## src/rtl/tile_partition_2d_assert.svh

```systemverilog
// assertion macros for the tile partition block
// used by tile_partition_2d; no other dependencies
`ifndef TILE_PARTITION_2D_ASSERT_SVH
`define TILE_PARTITION_2D_ASSERT_SVH
`ifndef NO_ASSERTIONS
`define TP2D_ASSERT_IMPLY(label, clk, rst, ante, cons) \
   label: assert property (@(posedge clk) disable iff (rst) (ante) |-> (cons)) \
      else $error("assertion failed");
`define TP2D_ASSERT_NEXT(label, clk, rst, ante, cons) \
   label: assert property (@(posedge clk) disable iff (rst) (ante) |=> (cons)) \
      else $error("assertion failed");
`else
`define TP2D_ASSERT_IMPLY(label, clk, rst, ante, cons)
`define TP2D_ASSERT_NEXT(label, clk, rst, ante, cons)
`endif
`endif

```

## src/rtl/tp2d_pkg.sv

```systemverilog
// shared types and constants for the tile partition block
// no dependencies
package tp2d_pkg;

   localparam int NUM_W     = 34;
   localparam int DEN_W     = 17;
   localparam int CNT_W     = 6;
   localparam int FRAC_BITS = 16;

   localparam logic CSR_SOCKET_COUNT = 1'b0;
   localparam logic CSR_THREADS      = 1'b1;

   typedef struct packed {
      logic [15:0] rows_total;
      logic [15:0] cols_total;
      logic [23:0] target_ratio;
      logic        row_align;
      logic [2:0]  socket_index;
      logic [5:0]  thread_index;
   } req_data_type;

   typedef struct packed {
      logic [15:0] row_first;
      logic [15:0] row_limit;
      logic [15:0] col_first;
      logic [15:0] col_limit;
   } rsp_data_type;

   typedef struct packed {
      logic             start;
      logic [NUM_W-1:0] num;
      logic [DEN_W-1:0] den;
   } div_req_type;

   typedef struct packed {
      logic             done;
      logic [NUM_W-1:0] quo;
      logic [DEN_W-1:0] rem;
   } div_rsp_type;

   typedef enum logic [3:0] {
      ST_IDLE,
      ST_M,
      ST_BN0,
      ST_R0,
      ST_NEXT,
      ST_MOD,
      ST_CM,
      ST_CN,
      ST_BMC,
      ST_BNC,
      ST_RC,
      ST_TID,
      ST_MUL,
      ST_FIN,
      ST_OUT
   } state_type;

endpackage

```

## src/rtl/tp2d_div.sv

```systemverilog
// bit-serial restoring divider, one quotient bit per cycle
// depends on tp2d_pkg
module tp2d_div (
   input  logic                  clock,
   input  logic                  reset,
   input  tp2d_pkg::div_req_type div_req,
   output tp2d_pkg::div_rsp_type div_rsp
);

   logic                          busy_ff, busy_in;
   logic                          done_ff, done_in;
   logic [tp2d_pkg::CNT_W-1:0]    cnt_ff, cnt_in;
   logic [tp2d_pkg::NUM_W-1:0]    acc_ff, acc_in;
   logic [tp2d_pkg::DEN_W-1:0]    rem_ff, rem_in;
   logic [tp2d_pkg::DEN_W-1:0]    den_ff, den_in;
   logic [tp2d_pkg::DEN_W:0]      trial;
   logic [tp2d_pkg::DEN_W:0]      diff;
   logic                          ge;

   always_comb begin
      trial   = {rem_ff, acc_ff[tp2d_pkg::NUM_W-1]};
      diff    = trial - {1'b0, den_ff};
      ge      = (trial >= {1'b0, den_ff});
      busy_in = busy_ff;
      done_in = 1'b0;
      cnt_in  = cnt_ff;
      acc_in  = acc_ff;
      rem_in  = rem_ff;
      den_in  = den_ff;
      if (div_req.start) begin
         busy_in = 1'b1;
         cnt_in  = '0;
         acc_in  = div_req.num;
         rem_in  = '0;
         den_in  = div_req.den;
      end else if (busy_ff) begin
         // quotient bits shift in where numerator bits leave
         acc_in = {acc_ff[tp2d_pkg::NUM_W-2:0], ge};
         rem_in = ge ? diff[tp2d_pkg::DEN_W-1:0] : trial[tp2d_pkg::DEN_W-1:0];
         cnt_in = cnt_ff + 1'b1;
         if (cnt_ff == tp2d_pkg::CNT_W'(tp2d_pkg::NUM_W - 1)) begin
            busy_in = 1'b0;
            done_in = 1'b1;
         end
      end
   end

   always_ff @(posedge clock) begin
      if (reset) begin
         busy_ff <= 1'b0;
         done_ff <= 1'b0;
         cnt_ff  <= '0;
      end else begin
         busy_ff <= busy_in;
         done_ff <= done_in;
         cnt_ff  <= cnt_in;
      end
      acc_ff <= acc_in;
      rem_ff <= rem_in;
      den_ff <= den_in;
   end

   assign div_rsp.done = done_ff;
   assign div_rsp.quo  = acc_ff;
   assign div_rsp.rem  = rem_ff;

endmodule

```

## src/rtl/tile_partition_2d.sv

```systemverilog
// channel  direction  handshake           payload
// req      in         req_valid/req_ready req_data (tp2d_pkg::req_data_type)
// rsp      out        rsp_valid/rsp_ready rsp_data (tp2d_pkg::rsp_data_type)
// csr      in         csr_we              csr_index, csr_data
//
// one item at a time; every division runs on the shared serial divider
// the search loop tries candidate divisors of the thread count in turn
// a new item is taken while the previous result waits on rsp
// reset: synchronous; registers return to one socket and one thread
// depends on tp2d_pkg, tp2d_div and tile_partition_2d_assert.svh
`include "tile_partition_2d_assert.svh"
module tile_partition_2d #(
   parameter int MAX_THREADS = 64,
   parameter int MAX_SOCKETS = 8,
   parameter int DIM_BITS    = 16
) (
   input  logic                   clock,
   input  logic                   reset,
   input  logic                   req_valid,
   output logic                   req_ready,
   input  tp2d_pkg::req_data_type req_data,
   output logic                   rsp_valid,
   input  logic                   rsp_ready,
   output tp2d_pkg::rsp_data_type rsp_data,
   input  logic                   csr_we,
   input  logic                   csr_index,
   input  logic [6:0]             csr_data
);

   localparam int TW = $clog2(MAX_THREADS + 2);
   localparam int SW = $clog2(MAX_SOCKETS + 1);
   localparam logic [15:0] DimMask = (DIM_BITS >= 16) ? 16'hFFFF
                                     : 16'((1 << DIM_BITS) - 1);
   localparam int NW = tp2d_pkg::NUM_W;
   localparam int DW = tp2d_pkg::DEN_W;

   tp2d_pkg::state_type    state_ff, state_in;
   logic [3:0]             sockets_ff, sockets_in;
   logic [6:0]             threads_ff, threads_in;
   logic                   issued_ff, issued_in;
   logic                   rsp_valid_ff, rsp_valid_in;
   tp2d_pkg::rsp_data_type rsp_data_ff, rsp_data_in;

   logic [15:0] m_all_ff, m_all_in;
   logic [15:0] n_ff, n_in;
   logic [23:0] tgt_ff, tgt_in;
   logic        align_ff, align_in;
   logic [2:0]  sock_ff, sock_in;
   logic [5:0]  tid_ff, tid_in;
   logic [SW-1:0] ns_ff, ns_in;
   logic [TW-1:0] nt_ff, nt_in;
   logic [TW-1:0] mc_ff, mc_in;
   logic [TW-1:0] nc_ff, nc_in;
   logic [TW-1:0] nb_ff, nb_in;
   logic [15:0] m_ff, m_in;
   logic [16:0] bm_ff, bm_in;
   logic [16:0] bn_ff, bn_in;
   logic [16:0] bmc_ff, bmc_in;
   logic [16:0] bnc_ff, bnc_in;
   logic [NW-1:0] best_ff, best_in;
   logic [5:0]  m_tid_ff, m_tid_in;
   logic [5:0]  n_tid_ff, n_tid_in;
   logic [15:0] mb_begin_ff, mb_begin_in;
   logic [15:0] mb_end_ff, mb_end_in;
   logic [15:0] n_begin_ff, n_begin_in;
   logic [15:0] n_end_ff, n_end_in;
   logic [15:0] sock_first_ff, sock_first_in;

   logic [8:0]    thr_ext;
   logic [4:0]    sock_ext;
   logic [TW-1:0] nt_eff;
   logic [SW-1:0] ns_eff;
   logic [16:0]   mq, nq;
   logic [NW-1:0] gap;
   logic [22:0]   prod_m, prod_n;
   logic [18:0]   prod_s;
   logic [17:0]   sum_m, sum_n;
   logic [16:0]   sum_rf, sum_rl;

   tp2d_pkg::div_req_type div_req;
   tp2d_pkg::div_rsp_type div_rsp;

   tp2d_div u_div (
      .clock   (clock),
      .reset   (reset),
      .div_req (div_req),
      .div_rsp (div_rsp)
   );

   // clamp register values to the supported range
   always_comb begin
      thr_ext  = 9'(threads_ff);
      sock_ext = 5'(sockets_ff);
      if (thr_ext == 9'd0) begin
         nt_eff = TW'(1);
      end else if (32'(thr_ext) > MAX_THREADS) begin
         nt_eff = TW'(MAX_THREADS);
      end else begin
         nt_eff = TW'(thr_ext);
      end
      if (sock_ext == 5'd0) begin
         ns_eff = SW'(1);
      end else if (32'(sock_ext) > MAX_SOCKETS) begin
         ns_eff = SW'(MAX_SOCKETS);
      end else begin
         ns_eff = SW'(sock_ext);
      end
   end

   always_comb begin
      mq  = (17'(m_ff) + 17'd15) >> 4;
      nq  = (17'(n_ff) + 17'd15) >> 4;
      gap = (div_rsp.quo > NW'(tgt_ff)) ? div_rsp.quo - NW'(tgt_ff)
                                        : NW'(tgt_ff) - div_rsp.quo;
      prod_m = 23'(m_tid_ff) * 23'(bm_ff);
      prod_n = 23'(n_tid_ff) * 23'(bn_ff);
      prod_s = 19'(sock_ff) * 19'(m_ff);
      sum_m  = 18'(mb_begin_ff) + 18'(bm_ff);
      sum_n  = 18'(n_begin_ff) + 18'(bn_ff);
      sum_rf = 17'(sock_first_ff) + 17'(mb_begin_ff);
      sum_rl = 17'(sock_first_ff) + 17'(mb_end_ff);
   end

   always_comb begin
      state_in      = state_ff;
      sockets_in    = sockets_ff;
      threads_in    = threads_ff;
      issued_in     = issued_ff;
      rsp_valid_in  = rsp_valid_ff && !rsp_ready;
      rsp_data_in   = rsp_data_ff;
      m_all_in      = m_all_ff;
      n_in          = n_ff;
      tgt_in        = tgt_ff;
      align_in      = align_ff;
      sock_in       = sock_ff;
      tid_in        = tid_ff;
      ns_in         = ns_ff;
      nt_in         = nt_ff;
      mc_in         = mc_ff;
      nc_in         = nc_ff;
      nb_in         = nb_ff;
      m_in          = m_ff;
      bm_in         = bm_ff;
      bn_in         = bn_ff;
      bmc_in        = bmc_ff;
      bnc_in        = bnc_ff;
      best_in       = best_ff;
      m_tid_in      = m_tid_ff;
      n_tid_in      = n_tid_ff;
      mb_begin_in   = mb_begin_ff;
      mb_end_in     = mb_end_ff;
      n_begin_in    = n_begin_ff;
      n_end_in      = n_end_ff;
      sock_first_in = sock_first_ff;
      div_req.start = 1'b0;
      div_req.num   = '0;
      div_req.den   = '0;
      req_ready     = (state_ff == tp2d_pkg::ST_IDLE);

      if (csr_we) begin
         case (csr_index)
            tp2d_pkg::CSR_SOCKET_COUNT: sockets_in = csr_data[3:0];
            tp2d_pkg::CSR_THREADS:      threads_in = csr_data;
            default: ;
         endcase
      end

      // operands of the division that the current step needs
      case (state_ff)
         tp2d_pkg::ST_M: begin
            div_req.num = NW'(m_all_ff) + NW'(ns_ff) - NW'(1);
            div_req.den = DW'(ns_ff);
         end
         tp2d_pkg::ST_BN0: begin
            div_req.num = NW'(nq) + NW'(nt_ff) - NW'(1);
            div_req.den = DW'(nt_ff);
         end
         tp2d_pkg::ST_R0: begin
            div_req.num = NW'(bm_ff) << tp2d_pkg::FRAC_BITS;
            div_req.den = bn_ff;
         end
         tp2d_pkg::ST_MOD: begin
            div_req.num = NW'(nt_ff);
            div_req.den = DW'(mc_ff);
         end
         tp2d_pkg::ST_CM: begin
            div_req.num = NW'(m_ff) + NW'(mc_ff) - NW'(1);
            div_req.den = DW'(mc_ff);
         end
         tp2d_pkg::ST_CN: begin
            div_req.num = NW'(n_ff) + NW'(nc_ff) - NW'(1);
            div_req.den = DW'(nc_ff);
         end
         tp2d_pkg::ST_BMC: begin
            div_req.num = (align_ff ? NW'(mq) : NW'(m_ff)) + NW'(mc_ff) - NW'(1);
            div_req.den = DW'(mc_ff);
         end
         tp2d_pkg::ST_BNC: begin
            div_req.num = NW'(nq) + NW'(nc_ff) - NW'(1);
            div_req.den = DW'(nc_ff);
         end
         tp2d_pkg::ST_RC: begin
            div_req.num = NW'(bmc_ff) << tp2d_pkg::FRAC_BITS;
            div_req.den = bnc_ff;
         end
         tp2d_pkg::ST_TID: begin
            div_req.num = NW'(tid_ff);
            div_req.den = DW'(nb_ff);
         end
         default: ;
      endcase

      case (state_ff)
         tp2d_pkg::ST_M, tp2d_pkg::ST_BN0, tp2d_pkg::ST_R0, tp2d_pkg::ST_MOD,
         tp2d_pkg::ST_CM, tp2d_pkg::ST_CN, tp2d_pkg::ST_BMC, tp2d_pkg::ST_BNC,
         tp2d_pkg::ST_RC, tp2d_pkg::ST_TID: begin
            if (!issued_ff) begin
               div_req.start = 1'b1;
               issued_in     = 1'b1;
            end else if (div_rsp.done) begin
               issued_in = 1'b0;
            end
         end
         default: ;
      endcase

      case (state_ff)
         tp2d_pkg::ST_IDLE: begin
            if (req_valid) begin
               m_all_in = req_data.rows_total & DimMask;
               n_in     = req_data.cols_total & DimMask;
               tgt_in   = req_data.target_ratio;
               align_in = req_data.row_align;
               sock_in  = req_data.socket_index;
               tid_in   = req_data.thread_index;
               ns_in    = ns_eff;
               nt_in    = nt_eff;
               mc_in    = TW'(2);
               state_in = tp2d_pkg::ST_M;
            end
         end
         tp2d_pkg::ST_M: begin
            if (issued_ff && div_rsp.done) begin
               m_in     = div_rsp.quo[15:0];
               state_in = tp2d_pkg::ST_BN0;
            end
         end
         tp2d_pkg::ST_BN0: begin
            if (issued_ff && div_rsp.done) begin
               bn_in = {div_rsp.quo[12:0], 4'b0000};
               bm_in = align_ff ? {mq[12:0], 4'b0000} : 17'(m_ff);
               nb_in = nt_ff;
               if (div_rsp.quo[12:0] == 13'd0) begin
                  // no columns: ratio counts as zero
                  best_in  = NW'(tgt_ff);
                  state_in = tp2d_pkg::ST_NEXT;
               end else begin
                  state_in = tp2d_pkg::ST_R0;
               end
            end
         end
         tp2d_pkg::ST_R0: begin
            if (issued_ff && div_rsp.done) begin
               best_in  = gap;
               state_in = tp2d_pkg::ST_NEXT;
            end
         end
         tp2d_pkg::ST_NEXT: begin
            state_in = (mc_ff > nt_ff) ? tp2d_pkg::ST_TID : tp2d_pkg::ST_MOD;
         end
         tp2d_pkg::ST_MOD: begin
            if (issued_ff && div_rsp.done) begin
               if (div_rsp.rem != '0) begin
                  mc_in    = mc_ff + 1'b1;
                  state_in = tp2d_pkg::ST_NEXT;
               end else begin
                  nc_in    = TW'(div_rsp.quo);
                  state_in = tp2d_pkg::ST_CM;
               end
            end
         end
         tp2d_pkg::ST_CM: begin
            if (issued_ff && div_rsp.done) begin
               if (align_ff && ((tgt_ff < 24'd65536 && bm_ff == 17'd16
                                 && div_rsp.quo[15:0] < 16'd16)
                                || div_rsp.quo[15:0] <= 16'd8)) begin
                  mc_in    = mc_ff + 1'b1;
                  state_in = tp2d_pkg::ST_NEXT;
               end else begin
                  state_in = tp2d_pkg::ST_CN;
               end
            end
         end
         tp2d_pkg::ST_CN: begin
            if (issued_ff && div_rsp.done) begin
               if (div_rsp.quo[15:0] <= 16'd8) begin
                  mc_in    = mc_ff + 1'b1;
                  state_in = tp2d_pkg::ST_NEXT;
               end else begin
                  state_in = tp2d_pkg::ST_BMC;
               end
            end
         end
         tp2d_pkg::ST_BMC: begin
            if (issued_ff && div_rsp.done) begin
               bmc_in   = align_ff ? {div_rsp.quo[12:0], 4'b0000} : div_rsp.quo[16:0];
               state_in = tp2d_pkg::ST_BNC;
            end
         end
         tp2d_pkg::ST_BNC: begin
            if (issued_ff && div_rsp.done) begin
               bnc_in   = {div_rsp.quo[12:0], 4'b0000};
               state_in = tp2d_pkg::ST_RC;
            end
         end
         tp2d_pkg::ST_RC: begin
            if (issued_ff && div_rsp.done) begin
               if (gap < best_ff) begin
                  best_in  = gap;
                  bm_in    = bmc_ff;
                  bn_in    = bnc_ff;
                  nb_in    = nc_ff;
                  mc_in    = mc_ff + 1'b1;
                  state_in = tp2d_pkg::ST_NEXT;
               end else begin
                  state_in = tp2d_pkg::ST_TID;
               end
            end
         end
         tp2d_pkg::ST_TID: begin
            if (issued_ff && div_rsp.done) begin
               m_tid_in = div_rsp.quo[5:0];
               n_tid_in = div_rsp.rem[5:0];
               state_in = tp2d_pkg::ST_MUL;
            end
         end
         tp2d_pkg::ST_MUL: begin
            mb_begin_in   = (prod_m < 23'(m_ff)) ? prod_m[15:0] : m_ff;
            n_begin_in    = (prod_n < 23'(n_ff)) ? prod_n[15:0] : n_ff;
            sock_first_in = (prod_s < 19'(m_all_ff)) ? prod_s[15:0] : m_all_ff;
            state_in      = tp2d_pkg::ST_FIN;
         end
         tp2d_pkg::ST_FIN: begin
            mb_end_in = (sum_m < 18'(m_ff)) ? sum_m[15:0] : m_ff;
            n_end_in  = (sum_n < 18'(n_ff)) ? sum_n[15:0] : n_ff;
            state_in  = tp2d_pkg::ST_OUT;
         end
         tp2d_pkg::ST_OUT: begin
            if (!rsp_valid_ff || rsp_ready) begin
               rsp_data_in.row_first = (sum_rf < 17'(m_all_ff)) ? sum_rf[15:0] : m_all_ff;
               rsp_data_in.row_limit = (sum_rl < 17'(m_all_ff)) ? sum_rl[15:0] : m_all_ff;
               rsp_data_in.col_first = n_begin_ff;
               rsp_data_in.col_limit = n_end_ff;
               rsp_valid_in          = 1'b1;
               state_in              = tp2d_pkg::ST_IDLE;
            end
         end
         default: state_in = tp2d_pkg::ST_IDLE;
      endcase
   end

   always_ff @(posedge clock) begin
      if (reset) begin
         state_ff     <= tp2d_pkg::ST_IDLE;
         sockets_ff   <= 4'd1;
         threads_ff   <= 7'd1;
         issued_ff    <= 1'b0;
         rsp_valid_ff <= 1'b0;
      end else begin
         state_ff     <= state_in;
         sockets_ff   <= sockets_in;
         threads_ff   <= threads_in;
         issued_ff    <= issued_in;
         rsp_valid_ff <= rsp_valid_in;
      end
      rsp_data_ff   <= rsp_data_in;
      m_all_ff      <= m_all_in;
      n_ff          <= n_in;
      tgt_ff        <= tgt_in;
      align_ff      <= align_in;
      sock_ff       <= sock_in;
      tid_ff        <= tid_in;
      ns_ff         <= ns_in;
      nt_ff         <= nt_in;
      mc_ff         <= mc_in;
      nc_ff         <= nc_in;
      nb_ff         <= nb_in;
      m_ff          <= m_in;
      bm_ff         <= bm_in;
      bn_ff         <= bn_in;
      bmc_ff        <= bmc_in;
      bnc_ff        <= bnc_in;
      best_ff       <= best_in;
      m_tid_ff      <= m_tid_in;
      n_tid_ff      <= n_tid_in;
      mb_begin_ff   <= mb_begin_in;
      mb_end_ff     <= mb_end_in;
      n_begin_ff    <= n_begin_in;
      n_end_ff      <= n_end_in;
      sock_first_ff <= sock_first_in;
   end

   assign rsp_valid = rsp_valid_ff;
   assign rsp_data  = rsp_data_ff;

   `TP2D_ASSERT_NEXT(a_accept_starts, clock, reset, req_valid && req_ready, state_ff == tp2d_pkg::ST_M)
   `TP2D_ASSERT_IMPLY(a_rows_ordered, clock, reset, rsp_valid, rsp_data.row_first <= rsp_data.row_limit)
   `TP2D_ASSERT_IMPLY(a_cols_ordered, clock, reset, rsp_valid, rsp_data.col_first <= rsp_data.col_limit)
   `TP2D_ASSERT_IMPLY(a_div_done_issued, clock, reset, div_rsp.done, issued_ff)

endmodule
```

## config.mk

```make
export PLATFORM = sky130hd
export DESIGN_NAME = tile_partition_2d
export DESIGN_NICKNAME = d
export VERILOG_FILES = /design/src/rtl/tp2d_pkg.sv /design/src/rtl/tp2d_div.sv /design/src/rtl/tile_partition_2d.sv
export VERILOG_INCLUDE_DIRS = /design/src /design/src/rtl
export SDC_FILE = /design/constraint.sdc
export NUM_CORES = 2
export LEC_CHECK = 0
export ABC_AREA = 1
export ABC_CLOCK_PERIOD_IN_PS = 13600
export BUFFER_PORTS_ARGS = -buffer_cell sky130_fd_sc_hd__buf_2
export CORE_MARGIN = 2
export CORE_UTILIZATION = 60
export DETAILED_ROUTE_END_ITERATION = 6
export PLACE_DENSITY = 0.77
export SKIP_LAST_GASP = 1
export SYNTH_ARGS = -nofsm -noshare
export SYNTH_HDL_FRONTEND = slang
export SYNTH_SLANG_ARGS = --single-unit
```

## constraint.sdc

```tcl
create_clock -name clock -period 13.6 [get_ports clock]
set_input_delay 1.36 -clock clock [delete_from_list [all_inputs] [get_ports clock]]
set_output_delay 1.36 -clock clock [all_outputs]
set_load 0.1 [all_outputs]
```

==> flow_summary.toml <==
[status]
outcome = "complete, but fails checks"
violations = "DRC"

[cts]
cts_tree = "built"
post_cts_buffers = 0
cts.repair.resized = 0
cts_root_buffer = "clkbuf_16"
numCtsBuffers = 49
clock_latency_ns = 0.64
cts.sink_count = 457
clk_pin_slew_ns = 0.07
cts_max_path_buffers = 3
postCtsHoldBufs = 0
htree_levels = 2

[setup_path]
cp_top_family = "simple AND/OR/NAND/NOR gates"
slowest_stage = "a31oi_4"
cp_common_cell = "nand2_1"
crit_path_max_fanout = 34
worstPathArrival_ns = 6.34
worstReg2RegEnd = "best_ff[21]"
r2r_start = "u_div.acc_ff[0]"
critical_path_class = "reg2reg"
rr_worst_depth = 25
cp-startpoint = "u_div.acc_ff[0]"
max_stage_delay_ns = 0.94
regToRegSetupSlack_ns = 7.49
crit_required_ns = 13.83
cp-start-kind = "flip-flop"
critPathBufInv = 4
end_kind = "flip-flop"

[synth]
synth_cells = 5887
synth_nets = 6590
synth_xor_area_share_pct = 2.65
synth_compound_area_share_pct = 9.96
async_reset_ff_share_pct = 0
syn_avg_cell_area_um2 = 7.42
muxShareOfSynthArea_pct = 0
synth.distinct_cells = 57
ys_top_cells_by_area = "edfxtp_1 29%, nand2_1 15%, ha_1 14%, inv_1 7.7%, fa_1 6.1%"
synth_top_family_by_area = "simple AND/OR/NAND/NOR gates"
synth-main-ff-cell = "edfxtp_1"
syn_area_um2 = 43700
synth_edf_count = 415
synth_top_area_share_pct = 28.5
ys_ff_latch = 457
synth_top_area_cell = "edfxtp_1"
yosys.area_share.simple_pct = 27.4
synthAdderAreaFrac_pct = 20.2
seq_area_frac_synth_pct = 30.5
yosys_warnings = 0

[cells_and_area]
layout_common_cells = "1,783 x nand2_1, 891 x inv_1, 490 x ha_1, 415 x edfxtp_1, 384 x nand3_1"
drive_above_1_share_pct = 6.33
n_antenna_cell = 0
finalNetCount = 6694
design_area_um2 = 47000
layout_commonest_cell = "nand2_1"
syn_to_final_growth_pct = 7.54
post-route-util_pct = 65.5

[floorplan]
pin_count = 145
dieArea_um2 = 74900
fp.dieW_um = 274
core_um2 = 71700
start_util_pct = 60.9
fp.dieH_um = 274
rows = 98

[job]
drv_cap = 0

[global_routing]
grt_pass1_vias = 38500
grtUsageTotal_pct = 38.0
antenna_found_initial = 0
gr-total-overflow = 0
grt_pass1_wl_um = 218000
grt_max_degree = 68

[timing]
tns_ns = 0
max_slew_margin_pct = 20.1
fin_ws_ns = 7.49
tightestPinTransition_ns = 1.20
setup_viol = 0
period_minus_slack_ns = 6.11
rsz0062_at_grt = "no"
fin_crit_sh_pct = 44.9
fin_skew_ns = 0.0445
report.final.slew_viol_count = 0
finalHoldViolCount = 0
max_freq_mhz = 164

[placed_design]
placed_cell_area_um2 = 45300
port_buffers = 144
place.gp.congestion = 1.05
dp_slack_ns = 7.59
hpwl_um = 115000

[hold_path]
hold_depth = 0
hold_path.startpoint = "n_end_ff[5]"
holdCritPathClass = "reg2reg"
min_to = "rsp_data[5]"

[pwr]
total_power_mw = 7.80
power.leakage_nw = 23.9
cellPowerDensity_nw_per_um2 = 166
peakVddDrop_v = 0.000159

[route]
first_pass_iters = 7
routedWlPerCell_um = 20.5
drt_iter0_markers = 4632
via_per_inst = 5.87
drtAntennaViolNets = 0
drcViolationCount = 1
vias = 41000
routed_wl_um = 143000
synthesized netlist by cell type, types with 13 or more instances:
| library cell | instances |
|---|---|
| nor2_2 | 20 |
| inv_2 | 41 |
| o21bai_1 | 13 |
| buf_2 | 34 |
| ha_1 | 490 |
| o211ai_1 | 34 |
| or2_2 | 13 |
| dfxtp_1 | 42 |
| inv_1 | 891 |
| nor2_1 | 354 |
| xnor2_1 | 35 |
| o21ai_0 | 252 |
| edfxtp_1 | 415 |
| o21a_1 | 19 |
| nor3_1 | 51 |
| a21o_1 | 20 |
| nand3_1 | 384 |
| a21oi_1 | 374 |
| nand4_1 | 137 |
| xor2_1 | 95 |
| nand2_1 | 1784 |
| nand3b_1 | 24 |
| clkbuf_1 | 74 |
| fa_1 | 134 |
sequential cells by signal, indices dropped and copies added, names as in the netlist, 13 cells and up:
signal	flops
mb_begin_ff	16
tgt_ff	24
rsp_data	64
m_ff	16
u_div.acc_ff	34
bn_ff	13
mb_end_ff	16
m_all_ff	16
bm_ff	17
sock_first_ff	16
n_begin_ff	16
n_end_ff	16
u_div.den_ff	17
bnc_ff	13
n_ff	16
bmc_ff	17
u_div.rem_ff	17
best_ff	34
area by class of cell:
class	instances	area, um^2
Multi-Input combinational cell	4374	26300
Fill cell	6352	24800
Sequential cell	457	13300
Inverter	933	3500
Clock buffer	53	1260
Tap cell	950	1190
Timing Repair Buffer	176	961
Clock inverter	39	389
how the worst max path moves through the flow:
| stage | endpoint | slack (ns) | cells after the start |
|---|---|---|---|
| after floorplan | align_ff | 6.37 | 2 |
| after global placement | best_ff[21] | 7.75 | 28 |
| after detailed placement | best_ff[21] | 7.59 | 28 |
| after CTS | best_ff[21] | 7.55 | 25 |
| after global routing | best_ff[25] | 7.03 | 28 |
| final | best_ff[21] | 7.49 | 25 |
layer usage:
layer	vias up	global-route usage (%)	part of all wire, %
li1	19600	-	-
met1	18900	49.1	40
met2	2044	60.0	44
met3	435	8.73	11
met4	0	18.5	5.7
met5	-	0	0
through the flow:
stage                     std cells  hold slack, ns
after global placement         6890           0.401
final                          6982           0.419
after global routing           6982           0.431
after floorplan                5887           0.400
after CTS                      6982           0.417
after detailed placement       6890           0.405
power breakdown:
group          internal [mW]  switching, mW
logic                   1.32           2.92
clock network          0.792          0.613
registers               1.86          0.289
cells by family after synthesis:
| logic type | Yosys count |
|---|---|
| xor gates and xnor gates | 131 |
| buffers and inverters | 1056 |
| DFF | 457 |
| and+or+nand+nor | 2830 |
| adders and majority gates | 624 |
| AOI/OAI and AO/OA | 789 |
No activity file was read; power rests on OpenSTA's default activity.
